### config.mk
export PLATFORM = sky130hd
export DESIGN_NAME = tilt_scan_track_relay_sequencer_unit_flat
export DESIGN_NICKNAME = d
export VERILOG_FILES = /design/src/sv/tsts_pkg.sv /design/src/sv/tsts_if.sv /design/src/sv/tsts_cfg_regs.sv /design/src/sv/tsts_step_logic.sv /design/src/sv/tilt_scan_track_relay_sequencer_unit.sv /design/src/flat_wrapper.sv
export SDC_FILE = /design/constraint.sdc
export NUM_CORES = 1
export LEC_CHECK = 0
export BUFFER_PORTS_ARGS = -buffer_cell sky130_fd_sc_hd__clkbuf_2
export CAP_MARGIN = 25
export CORE_UTILIZATION = 55
export DETAILED_ROUTE_END_ITERATION = 16
export PLACE_DENSITY = 0.76
export SYNTH_ARGS = -nofsm -noshare
export SYNTH_HDL_FRONTEND = slang
export SYNTH_SLANG_ARGS = --single-unit
### constraint.sdc
create_clock -name clk_i -period 5.8 [get_ports clk_i]
set_input_delay 0.87 -clock clk_i [delete_from_list [all_inputs] [get_ports clk_i]]
set_output_delay 0.87 -clock clk_i [all_outputs]
set_load 0.02 [all_outputs]
### src/sv/tsts_pkg.sv
// Package for the tilt scan/track/relay sequencer: phase and config types,
// item structs, timing constants and the tilt fire vote function.
// No dependencies.
package tsts_pkg;

  localparam int unsigned SampleCount   = 5;
  localparam int unsigned SensorBits    = 5;
  localparam int unsigned FireThreshold = 2;

  localparam logic [31:0] StepPeriodMs    = 32'd150;
  localparam logic [31:0] NoFireReleaseMs = 32'd5000;
  localparam logic [7:0]  HomeAngle       = 8'd90;
  localparam logic [7:0]  PanCentre       = 8'd90;
  localparam logic [7:0]  AngleMax        = 8'd255;

  localparam int unsigned CfgIdxW  = 3;
  localparam int unsigned CfgDataW = 16;

  typedef enum logic [1:0] {
    PhWait   = 2'd0,
    PhScan   = 2'd1,
    PhTrack  = 2'd2,
    PhReturn = 2'd3
  } phase_e;

  typedef enum logic [CfgIdxW-1:0] {
    CfgScanLow    = 3'd0,
    CfgScanHigh   = 3'd1,
    CfgScanStep   = 3'd2,
    CfgRestAngle  = 3'd3,
    CfgAutoHome   = 3'd4,
    CfgPanDead    = 3'd5,
    CfgTiltHold   = 3'd6,
    CfgPanHold    = 3'd7
  } cfg_idx_e;

  typedef struct packed {
    logic [7:0]  scan_low_angle;
    logic [7:0]  scan_high_angle;
    logic [7:0]  scan_step_deg;
    logic [7:0]  rest_angle;
    logic [15:0] auto_home_ms;
    logic [6:0]  pan_deadzone_deg;
    logic [15:0] tilt_hold_ms;
    logic [15:0] pan_hold_ms;
  } cfg_t;

  localparam cfg_t CfgReset = '{
    scan_low_angle:   8'd0,
    scan_high_angle:  8'd180,
    scan_step_deg:    8'd5,
    rest_angle:       8'd30,
    auto_home_ms:     16'd5000,
    pan_deadzone_deg: 7'd5,
    tilt_hold_ms:     16'd2000,
    pan_hold_ms:      16'd1000
  };

  typedef struct packed {
    logic                  cmd;
    logic [31:0]           now_ms;
    logic                  pan_fire;
    logic                  pan_stable;
    logic [31:0]           pan_stable_since_ms;
    logic [31:0]           last_pan_fire_ms;
    logic [7:0]            pan_angle_deg;
    logic [SensorBits-1:0] sensor_low_bits;
  } item_t;

  typedef struct packed {
    logic [1:0] mode;
    logic       servo_write;
    logic [7:0] servo_angle;
    logic       relay_on;
    logic       pan_home_pulse;
    logic       pan_unlock_pulse;
    logic [7:0] held_tilt_angle;
  } result_t;

  typedef struct packed {
    phase_e      phase;
    logic [7:0]  scan_pos;
    logic [31:0] step_time;
    logic [31:0] fire_start_time;
    logic [31:0] fire_seen_time;
    logic        relay_state;
    logic [7:0]  tilt_hold;
  } state_t;

  localparam state_t StateReset = '{
    phase:           PhWait,
    scan_pos:        8'd0,
    step_time:       32'd0,
    fire_start_time: 32'd0,
    fire_seen_time:  32'd0,
    relay_state:     1'b0,
    tilt_hold:       8'd30
  };

  // At least FireThreshold of the low SampleCount samples read low.
  function automatic logic tilt_fire(input logic [SensorBits-1:0] bits);
    logic [3:0] cnt;
    cnt = '0;
    for (int i = 0; i < SensorBits; i++) begin
      if (i < SampleCount && bits[i]) begin
        cnt = cnt + 4'd1;
      end
    end
    return cnt >= 4'(FireThreshold);
  endfunction

endpackage

### src/sv/tsts_if.sv
// Valid/ready channel interfaces for the sequencer's item and result streams.
// Depends on tsts_pkg for field widths.
interface tsts_item_if;
  logic                            valid;
  logic                            ready;
  logic                            cmd;
  logic [31:0]                     now_ms;
  logic                            pan_fire;
  logic                            pan_stable;
  logic [31:0]                     pan_stable_since_ms;
  logic [31:0]                     last_pan_fire_ms;
  logic [7:0]                      pan_angle_deg;
  logic [tsts_pkg::SensorBits-1:0] sensor_low_bits;

  modport source (
    output valid, cmd, now_ms, pan_fire, pan_stable, pan_stable_since_ms,
           last_pan_fire_ms, pan_angle_deg, sensor_low_bits,
    input  ready
  );
  modport sink (
    input  valid, cmd, now_ms, pan_fire, pan_stable, pan_stable_since_ms,
           last_pan_fire_ms, pan_angle_deg, sensor_low_bits,
    output ready
  );
endinterface

interface tsts_result_if;
  logic       valid;
  logic       ready;
  logic [1:0] mode;
  logic       servo_write;
  logic [7:0] servo_angle;
  logic       relay_on;
  logic       pan_home_pulse;
  logic       pan_unlock_pulse;
  logic [7:0] held_tilt_angle;

  modport source (
    output valid, mode, servo_write, servo_angle, relay_on, pan_home_pulse,
           pan_unlock_pulse, held_tilt_angle,
    input  ready
  );
  modport sink (
    input  valid, mode, servo_write, servo_angle, relay_on, pan_home_pulse,
           pan_unlock_pulse, held_tilt_angle,
    output ready
  );
endinterface

### src/sv/tsts_cfg_regs.sv
// Configuration register bank, written by index, reset to standby defaults.
// Depends on tsts_pkg.
module tsts_cfg_regs (
  input  logic                          clk_i,
  input  logic                          rst_ni,
  input  logic                          we_i,
  input  logic [tsts_pkg::CfgIdxW-1:0]  idx_i,
  input  logic [tsts_pkg::CfgDataW-1:0] data_i,
  output tsts_pkg::cfg_t                cfg_o
);

  tsts_pkg::cfg_t cfg_q, cfg_d;

  always_comb begin
    cfg_d = cfg_q;
    if (we_i) begin
      case (tsts_pkg::cfg_idx_e'(idx_i))
        tsts_pkg::CfgScanLow:   cfg_d.scan_low_angle   = data_i[7:0];
        tsts_pkg::CfgScanHigh:  cfg_d.scan_high_angle  = data_i[7:0];
        tsts_pkg::CfgScanStep:  cfg_d.scan_step_deg    = data_i[7:0];
        tsts_pkg::CfgRestAngle: cfg_d.rest_angle       = data_i[7:0];
        tsts_pkg::CfgAutoHome:  cfg_d.auto_home_ms     = data_i;
        tsts_pkg::CfgPanDead:   cfg_d.pan_deadzone_deg = data_i[6:0];
        tsts_pkg::CfgTiltHold:  cfg_d.tilt_hold_ms     = data_i;
        tsts_pkg::CfgPanHold:   cfg_d.pan_hold_ms      = data_i;
        default: ;
      endcase
    end
  end

  always_ff @(posedge clk_i or negedge rst_ni) begin
    if (!rst_ni) begin
      cfg_q <= tsts_pkg::CfgReset;
    end else begin
      cfg_q <= cfg_d;
    end
  end

  assign cfg_o = cfg_q;

endmodule

### src/sv/tsts_step_logic.sv
// Next-state and result logic for one item of the four-phase sequencer.
// Purely combinational; depends on tsts_pkg.
module tsts_step_logic (
  input  tsts_pkg::cfg_t    cfg_i,
  input  tsts_pkg::state_t  state_i,
  input  tsts_pkg::item_t   item_i,
  output tsts_pkg::state_t  state_o,
  output tsts_pkg::result_t result_o
);

  logic [31:0] since_fire, since_step, tilt_ms, pan_ms, since_seen;
  logic [7:0]  pan_off;
  logic [8:0]  next_pos;
  logic        step_due, fire, wr, home, unlock, leave;
  logic [7:0]  angle;
  tsts_pkg::state_t s;

  assign since_fire = item_i.now_ms - item_i.last_pan_fire_ms;
  assign since_step = item_i.now_ms - state_i.step_time;
  assign since_seen = item_i.now_ms - state_i.fire_seen_time;
  assign tilt_ms    = item_i.now_ms - state_i.fire_start_time;
  assign pan_ms     = (item_i.pan_stable && item_i.pan_stable_since_ms != 32'd0) ?
                      item_i.now_ms - item_i.pan_stable_since_ms : 32'd0;
  assign pan_off    = (item_i.pan_angle_deg >= tsts_pkg::PanCentre) ?
                      item_i.pan_angle_deg - tsts_pkg::PanCentre :
                      tsts_pkg::PanCentre - item_i.pan_angle_deg;
  assign step_due   = since_step >= tsts_pkg::StepPeriodMs;
  assign fire       = tsts_pkg::tilt_fire(item_i.sensor_low_bits);
  assign next_pos   = {1'b0, state_i.scan_pos} + {1'b0, cfg_i.scan_step_deg};

  always_comb begin
    s      = state_i;
    wr     = 1'b0;
    angle  = '0;
    home   = 1'b0;
    unlock = 1'b0;
    leave  = 1'b0;
    if (item_i.cmd) begin
      s.relay_state     = 1'b0;
      s.phase           = tsts_pkg::PhWait;
      wr                = 1'b1;
      angle             = tsts_pkg::HomeAngle;
      s.tilt_hold       = tsts_pkg::HomeAngle;
      s.fire_start_time = '0;
    end else begin
      case (state_i.phase)
        tsts_pkg::PhWait: begin
          if (item_i.pan_stable) begin
            s.scan_pos  = cfg_i.scan_low_angle;
            s.step_time = item_i.now_ms;
            s.phase     = tsts_pkg::PhScan;
          end else if (since_fire > {16'd0, cfg_i.auto_home_ms}) begin
            home = pan_off > {1'b0, cfg_i.pan_deadzone_deg};
          end
        end
        tsts_pkg::PhScan: begin
          if (!item_i.pan_fire) begin
            s.phase = tsts_pkg::PhReturn;
          end else if (step_due) begin
            s.step_time = item_i.now_ms;
            wr          = 1'b1;
            angle       = state_i.scan_pos;
            if (fire) begin
              s.tilt_hold       = state_i.scan_pos;
              s.fire_start_time = item_i.now_ms;
              s.fire_seen_time  = item_i.now_ms;
              s.relay_state     = 1'b0;
              s.phase           = tsts_pkg::PhTrack;
            end else begin
              if (next_pos > {1'b0, cfg_i.scan_high_angle}) begin
                s.phase = tsts_pkg::PhReturn;
              end
              s.scan_pos = next_pos[8] ? tsts_pkg::AngleMax : next_pos[7:0];
            end
          end
        end
        tsts_pkg::PhTrack: begin
          if (step_due) begin
            s.step_time = item_i.now_ms;
            if (fire) begin
              s.fire_seen_time = item_i.now_ms;
            end else if (state_i.relay_state) begin
              if (since_seen >= tsts_pkg::NoFireReleaseMs) begin
                s.relay_state = 1'b0;
                leave         = 1'b1;
              end
            end else begin
              leave = 1'b1;
            end
            if (leave) begin
              s.phase = tsts_pkg::PhReturn;
            end else if (!state_i.relay_state &&
                         tilt_ms >= {16'd0, cfg_i.tilt_hold_ms} &&
                         pan_ms >= {16'd0, cfg_i.pan_hold_ms}) begin
              s.relay_state = 1'b1;
            end
          end
        end
        tsts_pkg::PhReturn: begin
          s.relay_state     = 1'b0;
          wr                = 1'b1;
          angle             = cfg_i.rest_angle;
          s.tilt_hold       = cfg_i.rest_angle;
          s.fire_start_time = '0;
          unlock            = 1'b1;
          s.phase           = tsts_pkg::PhWait;
        end
        default: ;
      endcase
    end
  end

  assign state_o                   = s;
  assign result_o.mode             = s.phase;
  assign result_o.servo_write      = wr;
  assign result_o.servo_angle      = angle;
  assign result_o.relay_on         = s.relay_state;
  assign result_o.pan_home_pulse   = home;
  assign result_o.pan_unlock_pulse = unlock;
  assign result_o.held_tilt_angle  = s.tilt_hold;

endmodule

### src/sv/tilt_scan_track_relay_sequencer_unit.sv
// Tilt scan/track/relay sequencer. One item enters per clock while result_out
// is not stalled: a transfer on item_in lands in an input register; once the
// result register is free, the sequencer state is updated and the result
// register loaded from that item, and the result is offered on result_out.
// Stalls on result_out back up through the input and result registers only.
// Configuration writes take effect at the edge they are written.
// Depends on tsts_pkg, tsts_if, tsts_cfg_regs and tsts_step_logic.
module tilt_scan_track_relay_sequencer_unit (
  input  logic                          clk_i,
  input  logic                          rst_ni,
  input  logic                          cfg_we_i,
  input  logic [tsts_pkg::CfgIdxW-1:0]  cfg_idx_i,
  input  logic [tsts_pkg::CfgDataW-1:0] cfg_data_i,
  tsts_item_if.sink                     item_in,
  tsts_result_if.source                 result_out
);

  tsts_pkg::cfg_t    cfg;
  tsts_pkg::item_t   item_q, item_d;
  tsts_pkg::state_t  state_q, state_next;
  tsts_pkg::result_t res_q, res_next;
  logic              in_vld_q, in_vld_d, out_vld_q, out_vld_d;
  logic              out_free, stage_go, in_xfer;

  tsts_cfg_regs u_cfg (
    .clk_i  (clk_i),
    .rst_ni (rst_ni),
    .we_i   (cfg_we_i),
    .idx_i  (cfg_idx_i),
    .data_i (cfg_data_i),
    .cfg_o  (cfg)
  );

  tsts_step_logic u_step (
    .cfg_i    (cfg),
    .state_i  (state_q),
    .item_i   (item_q),
    .state_o  (state_next),
    .result_o (res_next)
  );

  assign out_free      = !out_vld_q || result_out.ready;
  assign stage_go      = in_vld_q && out_free;
  assign item_in.ready = !in_vld_q || out_free;
  assign in_xfer       = item_in.valid && item_in.ready;

  always_comb begin
    item_d.cmd                 = item_in.cmd;
    item_d.now_ms              = item_in.now_ms;
    item_d.pan_fire            = item_in.pan_fire;
    item_d.pan_stable          = item_in.pan_stable;
    item_d.pan_stable_since_ms = item_in.pan_stable_since_ms;
    item_d.last_pan_fire_ms    = item_in.last_pan_fire_ms;
    item_d.pan_angle_deg       = item_in.pan_angle_deg;
    item_d.sensor_low_bits     = item_in.sensor_low_bits;
  end

  always_comb begin
    in_vld_d = in_vld_q;
    if (in_xfer) begin
      in_vld_d = 1'b1;
    end else if (stage_go) begin
      in_vld_d = 1'b0;
    end
    out_vld_d = out_vld_q;
    if (stage_go) begin
      out_vld_d = 1'b1;
    end else if (result_out.ready) begin
      out_vld_d = 1'b0;
    end
  end

  always_ff @(posedge clk_i or negedge rst_ni) begin
    if (!rst_ni) begin
      in_vld_q  <= 1'b0;
      out_vld_q <= 1'b0;
      state_q   <= tsts_pkg::StateReset;
    end else begin
      in_vld_q  <= in_vld_d;
      out_vld_q <= out_vld_d;
      if (stage_go) begin
        state_q <= state_next;
      end
    end
  end

  always_ff @(posedge clk_i) begin
    if (in_xfer) begin
      item_q <= item_d;
    end
    if (stage_go) begin
      res_q <= res_next;
    end
  end

  assign result_out.valid            = out_vld_q;
  assign result_out.mode             = res_q.mode;
  assign result_out.servo_write      = res_q.servo_write;
  assign result_out.servo_angle      = res_q.servo_angle;
  assign result_out.relay_on         = res_q.relay_on;
  assign result_out.pan_home_pulse   = res_q.pan_home_pulse;
  assign result_out.pan_unlock_pulse = res_q.pan_unlock_pulse;
  assign result_out.held_tilt_angle  = res_q.held_tilt_angle;

endmodule

### src/flat_wrapper.sv
// flat-port wrapper written by rule: the top's interface ports become plain ports
module tilt_scan_track_relay_sequencer_unit_flat 
  (clk_i, rst_ni, cfg_we_i, cfg_idx_i, cfg_data_i, item_in_valid, item_in_cmd, item_in_now_ms, item_in_pan_fire, item_in_pan_stable, item_in_pan_stable_since_ms, item_in_last_pan_fire_ms, item_in_pan_angle_deg, item_in_sensor_low_bits, item_in_ready, result_out_valid, result_out_mode, result_out_servo_write, result_out_servo_angle, result_out_relay_on, result_out_pan_home_pulse, result_out_pan_unlock_pulse, result_out_held_tilt_angle, result_out_ready);
  tsts_item_if item_in_i ();
  tsts_result_if result_out_i ();
  input  logic clk_i;
  input  logic rst_ni;
  input  logic cfg_we_i;
  input  logic [tsts_pkg::CfgIdxW-1:0] cfg_idx_i;
  input  logic [tsts_pkg::CfgDataW-1:0] cfg_data_i;
  input wire logic [$bits(item_in_i.valid)-1:0] item_in_valid;
  input wire logic [$bits(item_in_i.cmd)-1:0] item_in_cmd;
  input wire logic [$bits(item_in_i.now_ms)-1:0] item_in_now_ms;
  input wire logic [$bits(item_in_i.pan_fire)-1:0] item_in_pan_fire;
  input wire logic [$bits(item_in_i.pan_stable)-1:0] item_in_pan_stable;
  input wire logic [$bits(item_in_i.pan_stable_since_ms)-1:0] item_in_pan_stable_since_ms;
  input wire logic [$bits(item_in_i.last_pan_fire_ms)-1:0] item_in_last_pan_fire_ms;
  input wire logic [$bits(item_in_i.pan_angle_deg)-1:0] item_in_pan_angle_deg;
  input wire logic [$bits(item_in_i.sensor_low_bits)-1:0] item_in_sensor_low_bits;
  output wire logic [$bits(item_in_i.ready)-1:0] item_in_ready;
  output wire logic [$bits(result_out_i.valid)-1:0] result_out_valid;
  output wire logic [$bits(result_out_i.mode)-1:0] result_out_mode;
  output wire logic [$bits(result_out_i.servo_write)-1:0] result_out_servo_write;
  output wire logic [$bits(result_out_i.servo_angle)-1:0] result_out_servo_angle;
  output wire logic [$bits(result_out_i.relay_on)-1:0] result_out_relay_on;
  output wire logic [$bits(result_out_i.pan_home_pulse)-1:0] result_out_pan_home_pulse;
  output wire logic [$bits(result_out_i.pan_unlock_pulse)-1:0] result_out_pan_unlock_pulse;
  output wire logic [$bits(result_out_i.held_tilt_angle)-1:0] result_out_held_tilt_angle;
  input wire logic [$bits(result_out_i.ready)-1:0] result_out_ready;
  assign item_in_i.valid = item_in_valid;
  assign item_in_i.cmd = item_in_cmd;
  assign item_in_i.now_ms = item_in_now_ms;
  assign item_in_i.pan_fire = item_in_pan_fire;
  assign item_in_i.pan_stable = item_in_pan_stable;
  assign item_in_i.pan_stable_since_ms = item_in_pan_stable_since_ms;
  assign item_in_i.last_pan_fire_ms = item_in_last_pan_fire_ms;
  assign item_in_i.pan_angle_deg = item_in_pan_angle_deg;
  assign item_in_i.sensor_low_bits = item_in_sensor_low_bits;
  assign item_in_ready = item_in_i.ready;
  assign result_out_valid = result_out_i.valid;
  assign result_out_mode = result_out_i.mode;
  assign result_out_servo_write = result_out_i.servo_write;
  assign result_out_servo_angle = result_out_i.servo_angle;
  assign result_out_relay_on = result_out_i.relay_on;
  assign result_out_pan_home_pulse = result_out_i.pan_home_pulse;
  assign result_out_pan_unlock_pulse = result_out_i.pan_unlock_pulse;
  assign result_out_held_tilt_angle = result_out_i.held_tilt_angle;
  assign result_out_i.ready = result_out_ready;
  tilt_scan_track_relay_sequencer_unit u_core (.clk_i(clk_i), .rst_ni(rst_ni), .cfg_we_i(cfg_we_i), .cfg_idx_i(cfg_idx_i), .cfg_data_i(cfg_data_i), .item_in(item_in_i), .result_out(result_out_i));
endmodule
## Yosys cells after proc, flatten, opt, wreduce, memory -nomap -nowiden

Index checks and enable logic that the tools add are counted.

| cells by class | value |
|---|---|
| add/sub/neg operators | 12 |
| multipliers | 0 |
| divide/modulo/power cells | 0 |
| $lt $le $gt $ge | 9 |
| equal/unequal tests | 20 |
| shift-type cells | 0 |
| multiplexer cells | 53 |
| bitwise operators | 3 |
| reductions and logical operators | 32 |

Operators with widths:

| cell | number |
|---|---|
| subtractor 32 bit | 5 |
| two-way mux 32 bit | 4 |
| one-hot mux 32 bit (2 select lines) | 2 |
| two-way mux 115 bit | 1 |
| two-way mux 113 bit | 1 |
| one-hot mux 32 bit (3 select lines) | 1 |
| two-way mux 73 bit | 1 |
| greater-or-equal comparator 32 x 16 -> 1 bit | 2 |
| one-hot mux 8 bit (2 select lines) | 3 |
| two-way mux 42 bit | 1 |
| two-way mux 8 bit | 5 |
| two-way mux 33 bit | 1 |
| greater-or-equal comparator 32 x 13 -> 1 bit (second input constant) | 1 |
| greater-or-equal comparator 32 x 8 -> 1 bit (second input constant) | 1 |
| > comparator 32 x 16 -> 1 bit | 1 |
| nonzero test 32 bit | 1 |
| two-way mux 1 bit | 19 |
| two-way mux 4 bit | 4 |
| AND reduction 2 bit | 8 |
| AND reduction 7 bit | 2 |
| adder 4 x 1 -> 4 bit (second input constant) | 3 |
| == test 3 bit (second input constant) | 4 |
| two-way mux 2 bit | 6 |
| != test 2 bit (second input constant) | 5 |
| other kinds (30) | 47 |

| word-level totals | value |
|---|---|
| register bits | 338 |
| latch bits | 0 |
| bits in writable memories | 0 |
| ROM bits | 0 |
| bits of input ports | 136 |
| memories | 0 |

## Logic depth before layout (Yosys ltp)

| depth | value |
|---|---|
| depth after elaboration | 18 |
| depth in mapped cells | 24 |

## By module

From an unflattened synthesis, not the netlist that was laid out.

| unflattened totals | value |
|---|---|
| cell total of the unflattened synthesis | 2810 |
| area, all modules | 26608.0 um2 |

Modules (own cells, without submodules):

| module | times used | cells each | area an instance (um2) | sequential area each (um2) |
|---|---|---|---|---|
| tsts_step_logic | 1 | 2233 | 14686.6 | 0.0 |
| tilt_scan_track_relay_sequencer_unit | 1 | 385 | 8544.4 | 6956.7 |
| tsts_cfg_regs | 1 | 192 | 3377.0 | 2213.4 |

## Worst setup path before layout

No wires, ideal clock.

| timing path | value |
|---|---|
| path kind | register to register |
| start | register u_core.item_q[79] in the netlist's numbering |
| end | register u_core.res_q (netlist bit u_core.result_out.pan_home_pulse) (data pin) |
| library setup time | 0.267 ns |
| arrival | 4.334 ns |
| required time | 5.533 ns |
| path slack | 1.199 ns |
| cell stages (with the launch flop) | 25 |
| period minus slack after synthesis | 4.601 ns |
| cells stage by stage | edfxtp_1 -> inv_1 -> ha_1 -> inv_1 -> fa_1 -> a21o_1 -> a21oi_1 -> o21bai_1 -> a21oi_1 -> o21bai_1 -> a21oi_1 -> o21bai_1 -> a21oi_1 -> xnor2_1 -> ha_1 -> a41o_1 -> a21o_1 -> a211o_1 -> a21o_1 -> a21oi_1 -> o21ai_0 -> a211oi_1 -> nand4_1 -> nor4_1 -> a31oi_1 |

| on the way | value |
|---|---|
| word-level cells in the longest chain between the ends | 4 |

Ends and longest elaborated chain:

| item | line | source |
|---|---|---|
| start: declaration | tilt_scan_track_relay_sequencer_unit.sv:19 | `tsts_pkg::item_t item_q, item_d;` |
| start signal: assignment | tilt_scan_track_relay_sequencer_unit.sv:89 | `item_q <= item_d;` |
| subtractor 32 bit | tsts_step_logic.sv:18 | `assign since_fire = item_i.now_ms - item_i.last_pan_fire_ms;` |
| > comparator 32 x 16 -> 1 bit | tsts_step_logic.sv:52 | `end else if (since_fire > {16'd0, cfg_i.auto_home_ms}) begin` |
| NOT 1 bit (no source line) | n/a |  |
| OR reduction 4 bit (no source line) | n/a |  |
| end signal: assignment | tilt_scan_track_relay_sequencer_unit.sv:92 | `res_q <= res_next;` |
| end: declaration | tilt_scan_track_relay_sequencer_unit.sv:21 | `tsts_pkg::result_t res_q, res_next;` |

Every way passes these cells.
A chain may end at the register's enable or synchronous reset.

## Worst setup path after layout

| timing path | value |
|---|---|
| start | register u_core.item_q[79] in the netlist's numbering |
| end | register u_core.state_q[65] in the netlist's numbering |

| on the way | value |
|---|---|
| word-level cells in the longest chain between the ends | 4 |

Ends and longest elaborated chain:

| item | line | source |
|---|---|---|
| subtractor 32 bit | tsts_step_logic.sv:19 | `assign since_step = item_i.now_ms - state_i.step_time;` |
| greater-or-equal comparator 32 x 8 -> 1 bit | tsts_step_logic.sv:27 | `assign step_due = since_step >= tsts_pkg::StepPeriodMs;` |
| != test 3 x 2 -> 1 bit (no source line) | n/a |  |
| AND reduction 5 bit (no source line) | n/a |  |
| end signal: assignment | tilt_scan_track_relay_sequencer_unit.sv:77 | `state_q <= tsts_pkg::StateReset;` |
| end signal: assignment | tilt_scan_track_relay_sequencer_unit.sv:82 | `state_q <= state_next;` |
| end: declaration | tilt_scan_track_relay_sequencer_unit.sv:20 | `tsts_pkg::state_t state_q, state_next;` |

Every way passes these cells.

==> metrics.txt <==
FFs w/ async S/R, synth 60.4%; RSZ-0062 raised after global routing no; io pins 160; top cell type's share of synthesized area 17.1%; GRT Total Usage 30.6%; CTS Hold Buffers Added 0; largest net degree at the start of global routing 117; Critical Path AT 5720 ps; Fin. Hold Viols 0; synth warn 0; Fillers 3834; Area Growth Syn to Fin 10.6%; maximum achievable frequency 0.191 GHz; CP endpoint u_core.state_q[65]; Die Footprint 46400 um2; layout cells sized above 1 14.3%; register area share after synthesis 36.6%; Hold Crit Class in2async; vias per cell 6.24; drt wl/cell 20.4 um; TritonRoute pass-1 iters 6; leakage power 12.2 nW; Hold WS 138 ps; setup bufs post-CTS 0; Post-Syn Area per Cell 9.19 um2; drt total wl 71300 um; Seq cells post-synth 338; Mapped Cells 2728; main flop type after synthesis dfrtp_1; Reg area 9170 um2; initial antenna violation count 0; count of input and output buffers 159; drt drc 0; Routed Antenna Nets 0; power share of the clock group 20.8%; vias in the first global route 21391; Worst R2R Setup Slack 570 ps; CP max FO 32; Pins Over Slew Limit 0; endpoint type of the worst setup path flop; CTS sink count 338; initial core utilization 56.2%; setup TNS 0 ps; CORE AREA 44600 um2; Post-synth EDFFs 134; status completed; CTS tree built; number of gates resized after cts 0; CTS Buffer Depth 3; height of the chip 215 um; startpoint types flop; gpl congestion 0.965; Total Power 11.9 mW; netlist area before placement 25100 um2; max-cap violations 0; post-DP HPWL 55100 um; clk_skew 23.4 ps; worst reg2reg endpoint u_core.state_q[65]; critical path data required time 6290 ps; Total Nets Final 3249; Synth area leaders dfrtp_1 (17%), edfxtp_1 (16%), ha_1 (12%), inv_1 (4.0%), a21oi_1 (3.9%); initial DRC count 1895; first-pass GRT wire length 113000 um; worst r2r path cells 15; switching portion of total power 42.2%; total gr overflow 0; Die X 215 um; area leader, netlist dfrtp_1; relative slew slack 41.0%; clk_lat worst skew 580 ps; syn_nets 3110; H-tree Lvls 2; logic gate share of total power 50.7%; crit path kind reg2reg; total number of vias 21800; Final min period 5230 ps; Power Dens Cells 428 nW/um2; reg2reg start u_core.item_q[79]; Root Buffer Master clkbuf_16; Setup Viol. Count Final 0; clock slew at reported path FFs 60 ps; Crit. Startpoint u_core.item_q[79]; Tcrit/Tclk final 90.2%; TritonCTS buffer count 40; P_int 6.86 mW; Peak VDD IR 0.000295 V; multi-input gate area in the final layout 14400 um2; std cell rows 77; Psw 5.01 mW; sequential power share 28.5%; Worst-Margin Slew 880 ps; Yosys cell types 98
placed cells by master, fill, tap and decap left out, types with 34 or more instances in the layout:
| cell type | count |
|---|---|
| clkbuf_16 | 41 |
| a21o_1 | 69 |
| clkbuf_2 | 158 |
| dfrtp_1 | 171 |
| mux2_2 | 80 |
| nand4_1 | 47 |
| xnor2_1 | 58 |
| mux2i_1 | 51 |
| ha_1 | 240 |
| nand2_1 | 235 |
| nor2_1 | 158 |
| nor3_1 | 51 |
| o21ai_1 | 42 |
| a31oi_1 | 34 |
| o21ai_0 | 149 |
| nand3_1 | 41 |
| a21oi_1 | 197 |
| edfxtp_1 | 134 |
| o21a_1 | 51 |
| inv_1 | 268 |
| buf_4 | 39 |
registers in the layout (all words and copies together), names as in the netlist:
register,flops
u_core.result_out.servo_angle,8
u_core.state_q,115
u_core.result_out.pan_unlock_pulse,1
u_core.result_out.pan_home_pulse,1
u_core.result_out.mode,2
u_core.item_q,112
u_core.u_cfg.cfg_o,87
u_core.result_out.held_tilt_angle,8
u_core.result_out.relay_on,1
u_core.result_out.servo_write,1
u_core.result_out.valid,1
u_core.in_vld_q,1
power groups by stage:
stage / Combinational [mW] / Clock, mW / Sequential, mW
after global routing: 6.63 / 2.60 / 3.43
after CTS: 5.90 / 2.51 / 3.37
after global placement: 5.72 / 0 / 3.39
after floorplan: 4.46 / 0 / 3.33
final: 6.02 / 2.47 / 3.38
after detailed placement: 5.86 / 0 / 3.41
synth_stat cells (all sizes together) (11+ instances only):
cell	instances
a211oi	33
nor4	22
ha	240
and3	18
o21bai	33
o221ai	11
o31ai	13
mux2i	51
xnor2	58
mux2	80
a2111oi	12
buf	37
a22o	31
o21a	52
nor3	53
nand4	47
nor2b	29
xor2	34
inv	268
dfstp	33
or3	15
clkbuf	66
a21o	69
a21oi	200
nand2	236
nand3	41
dfrtp	171
nor2	158
a31oi	34
o21ai	194
o211ai	21
nand2b	28
a22oi	15
edfxtp	134
critical path, cell delays in order (launching register included):
cell	delay (ps)
edfxtp_1	430
inv_1	230
ha_1	220
inv_1	60
fa_1	450
a21oi_1	240
o211ai_1	390
nor3b_1	300
nor4_1	360
nand4_1	130
nor4_1	230
nand4_1	160
or4_4	730
a311o_1	430
nand2_2	520
a22o_1	230
area by class of cell:
class	instances	share of cell area, %
Tap cell	592	2.67
Multi-Input combinational cell	2019	51.9
Sequential cell	338	33.1
Inverter	268	3.63
Clock buffer	50	3.93
Antenna cell	1	0.00902
Clock inverter	23	0.708
Timing Repair Buffer	200	4.08
cell families (layout without fill, tap and decap cells):
kind of cell / count (synthesis) / count (layout) / synth area share [%]
AOI/OAI and AO/OA: 835 / 835 / 22.0
other: 0 / 1 / 0
and+or+nand+nor: 715 / 715 / 14.0
xor gates and xnor gates: 92 / 92 / 3.24
muxes: 131 / 131 / 5.63
buffers and inverters: 371 / 541 / 6.05
adders and majority gates: 246 / 246 / 12.5
DFF: 338 / 338 / 36.6
layer usage:
layer	global-route usage [%]	share of wire [%]	vias to the layer above
li1	-	-	10282
met1	41.8	45	10503
met2	49.5	45	859
met3	4.61	6.9	156
met4	11.0	3.3	0
met5	0	0	-
metrics by stage:
stage               worst slack [ps]  cells  cell area, um2  util (%)
detailed placement               664   3415           26400      59.2
global placement                 683   3415           26400      59.2
global route                     206   3490           27700      62.2
floorplan                       1200   2728           25100         -
finish                           571   3491           27700      62.2
CTS                              618   3488           27700      62.1
worst min path at each step:
stage                     from                 endpoint  slack, ps  cells past startpoint
2_1_floorplan  u_core.in_vld_q  u_core.result_out.valid        460                      1
3_3_place_gp   u_core.in_vld_q  u_core.result_out.valid        470                      1
3_5_place_dp   u_core.in_vld_q  u_core.result_out.valid        480                      1
4_1_cts                 rst_ni   u_core.u_cfg.cfg_o[43]        440                      1
5_1_grt                 rst_ni   u_core.u_cfg.cfg_o[50]        130                      1
6_report                rst_ni   u_core.u_cfg.cfg_o[43]        140                      1
Power figures use the tool's default switching activity.
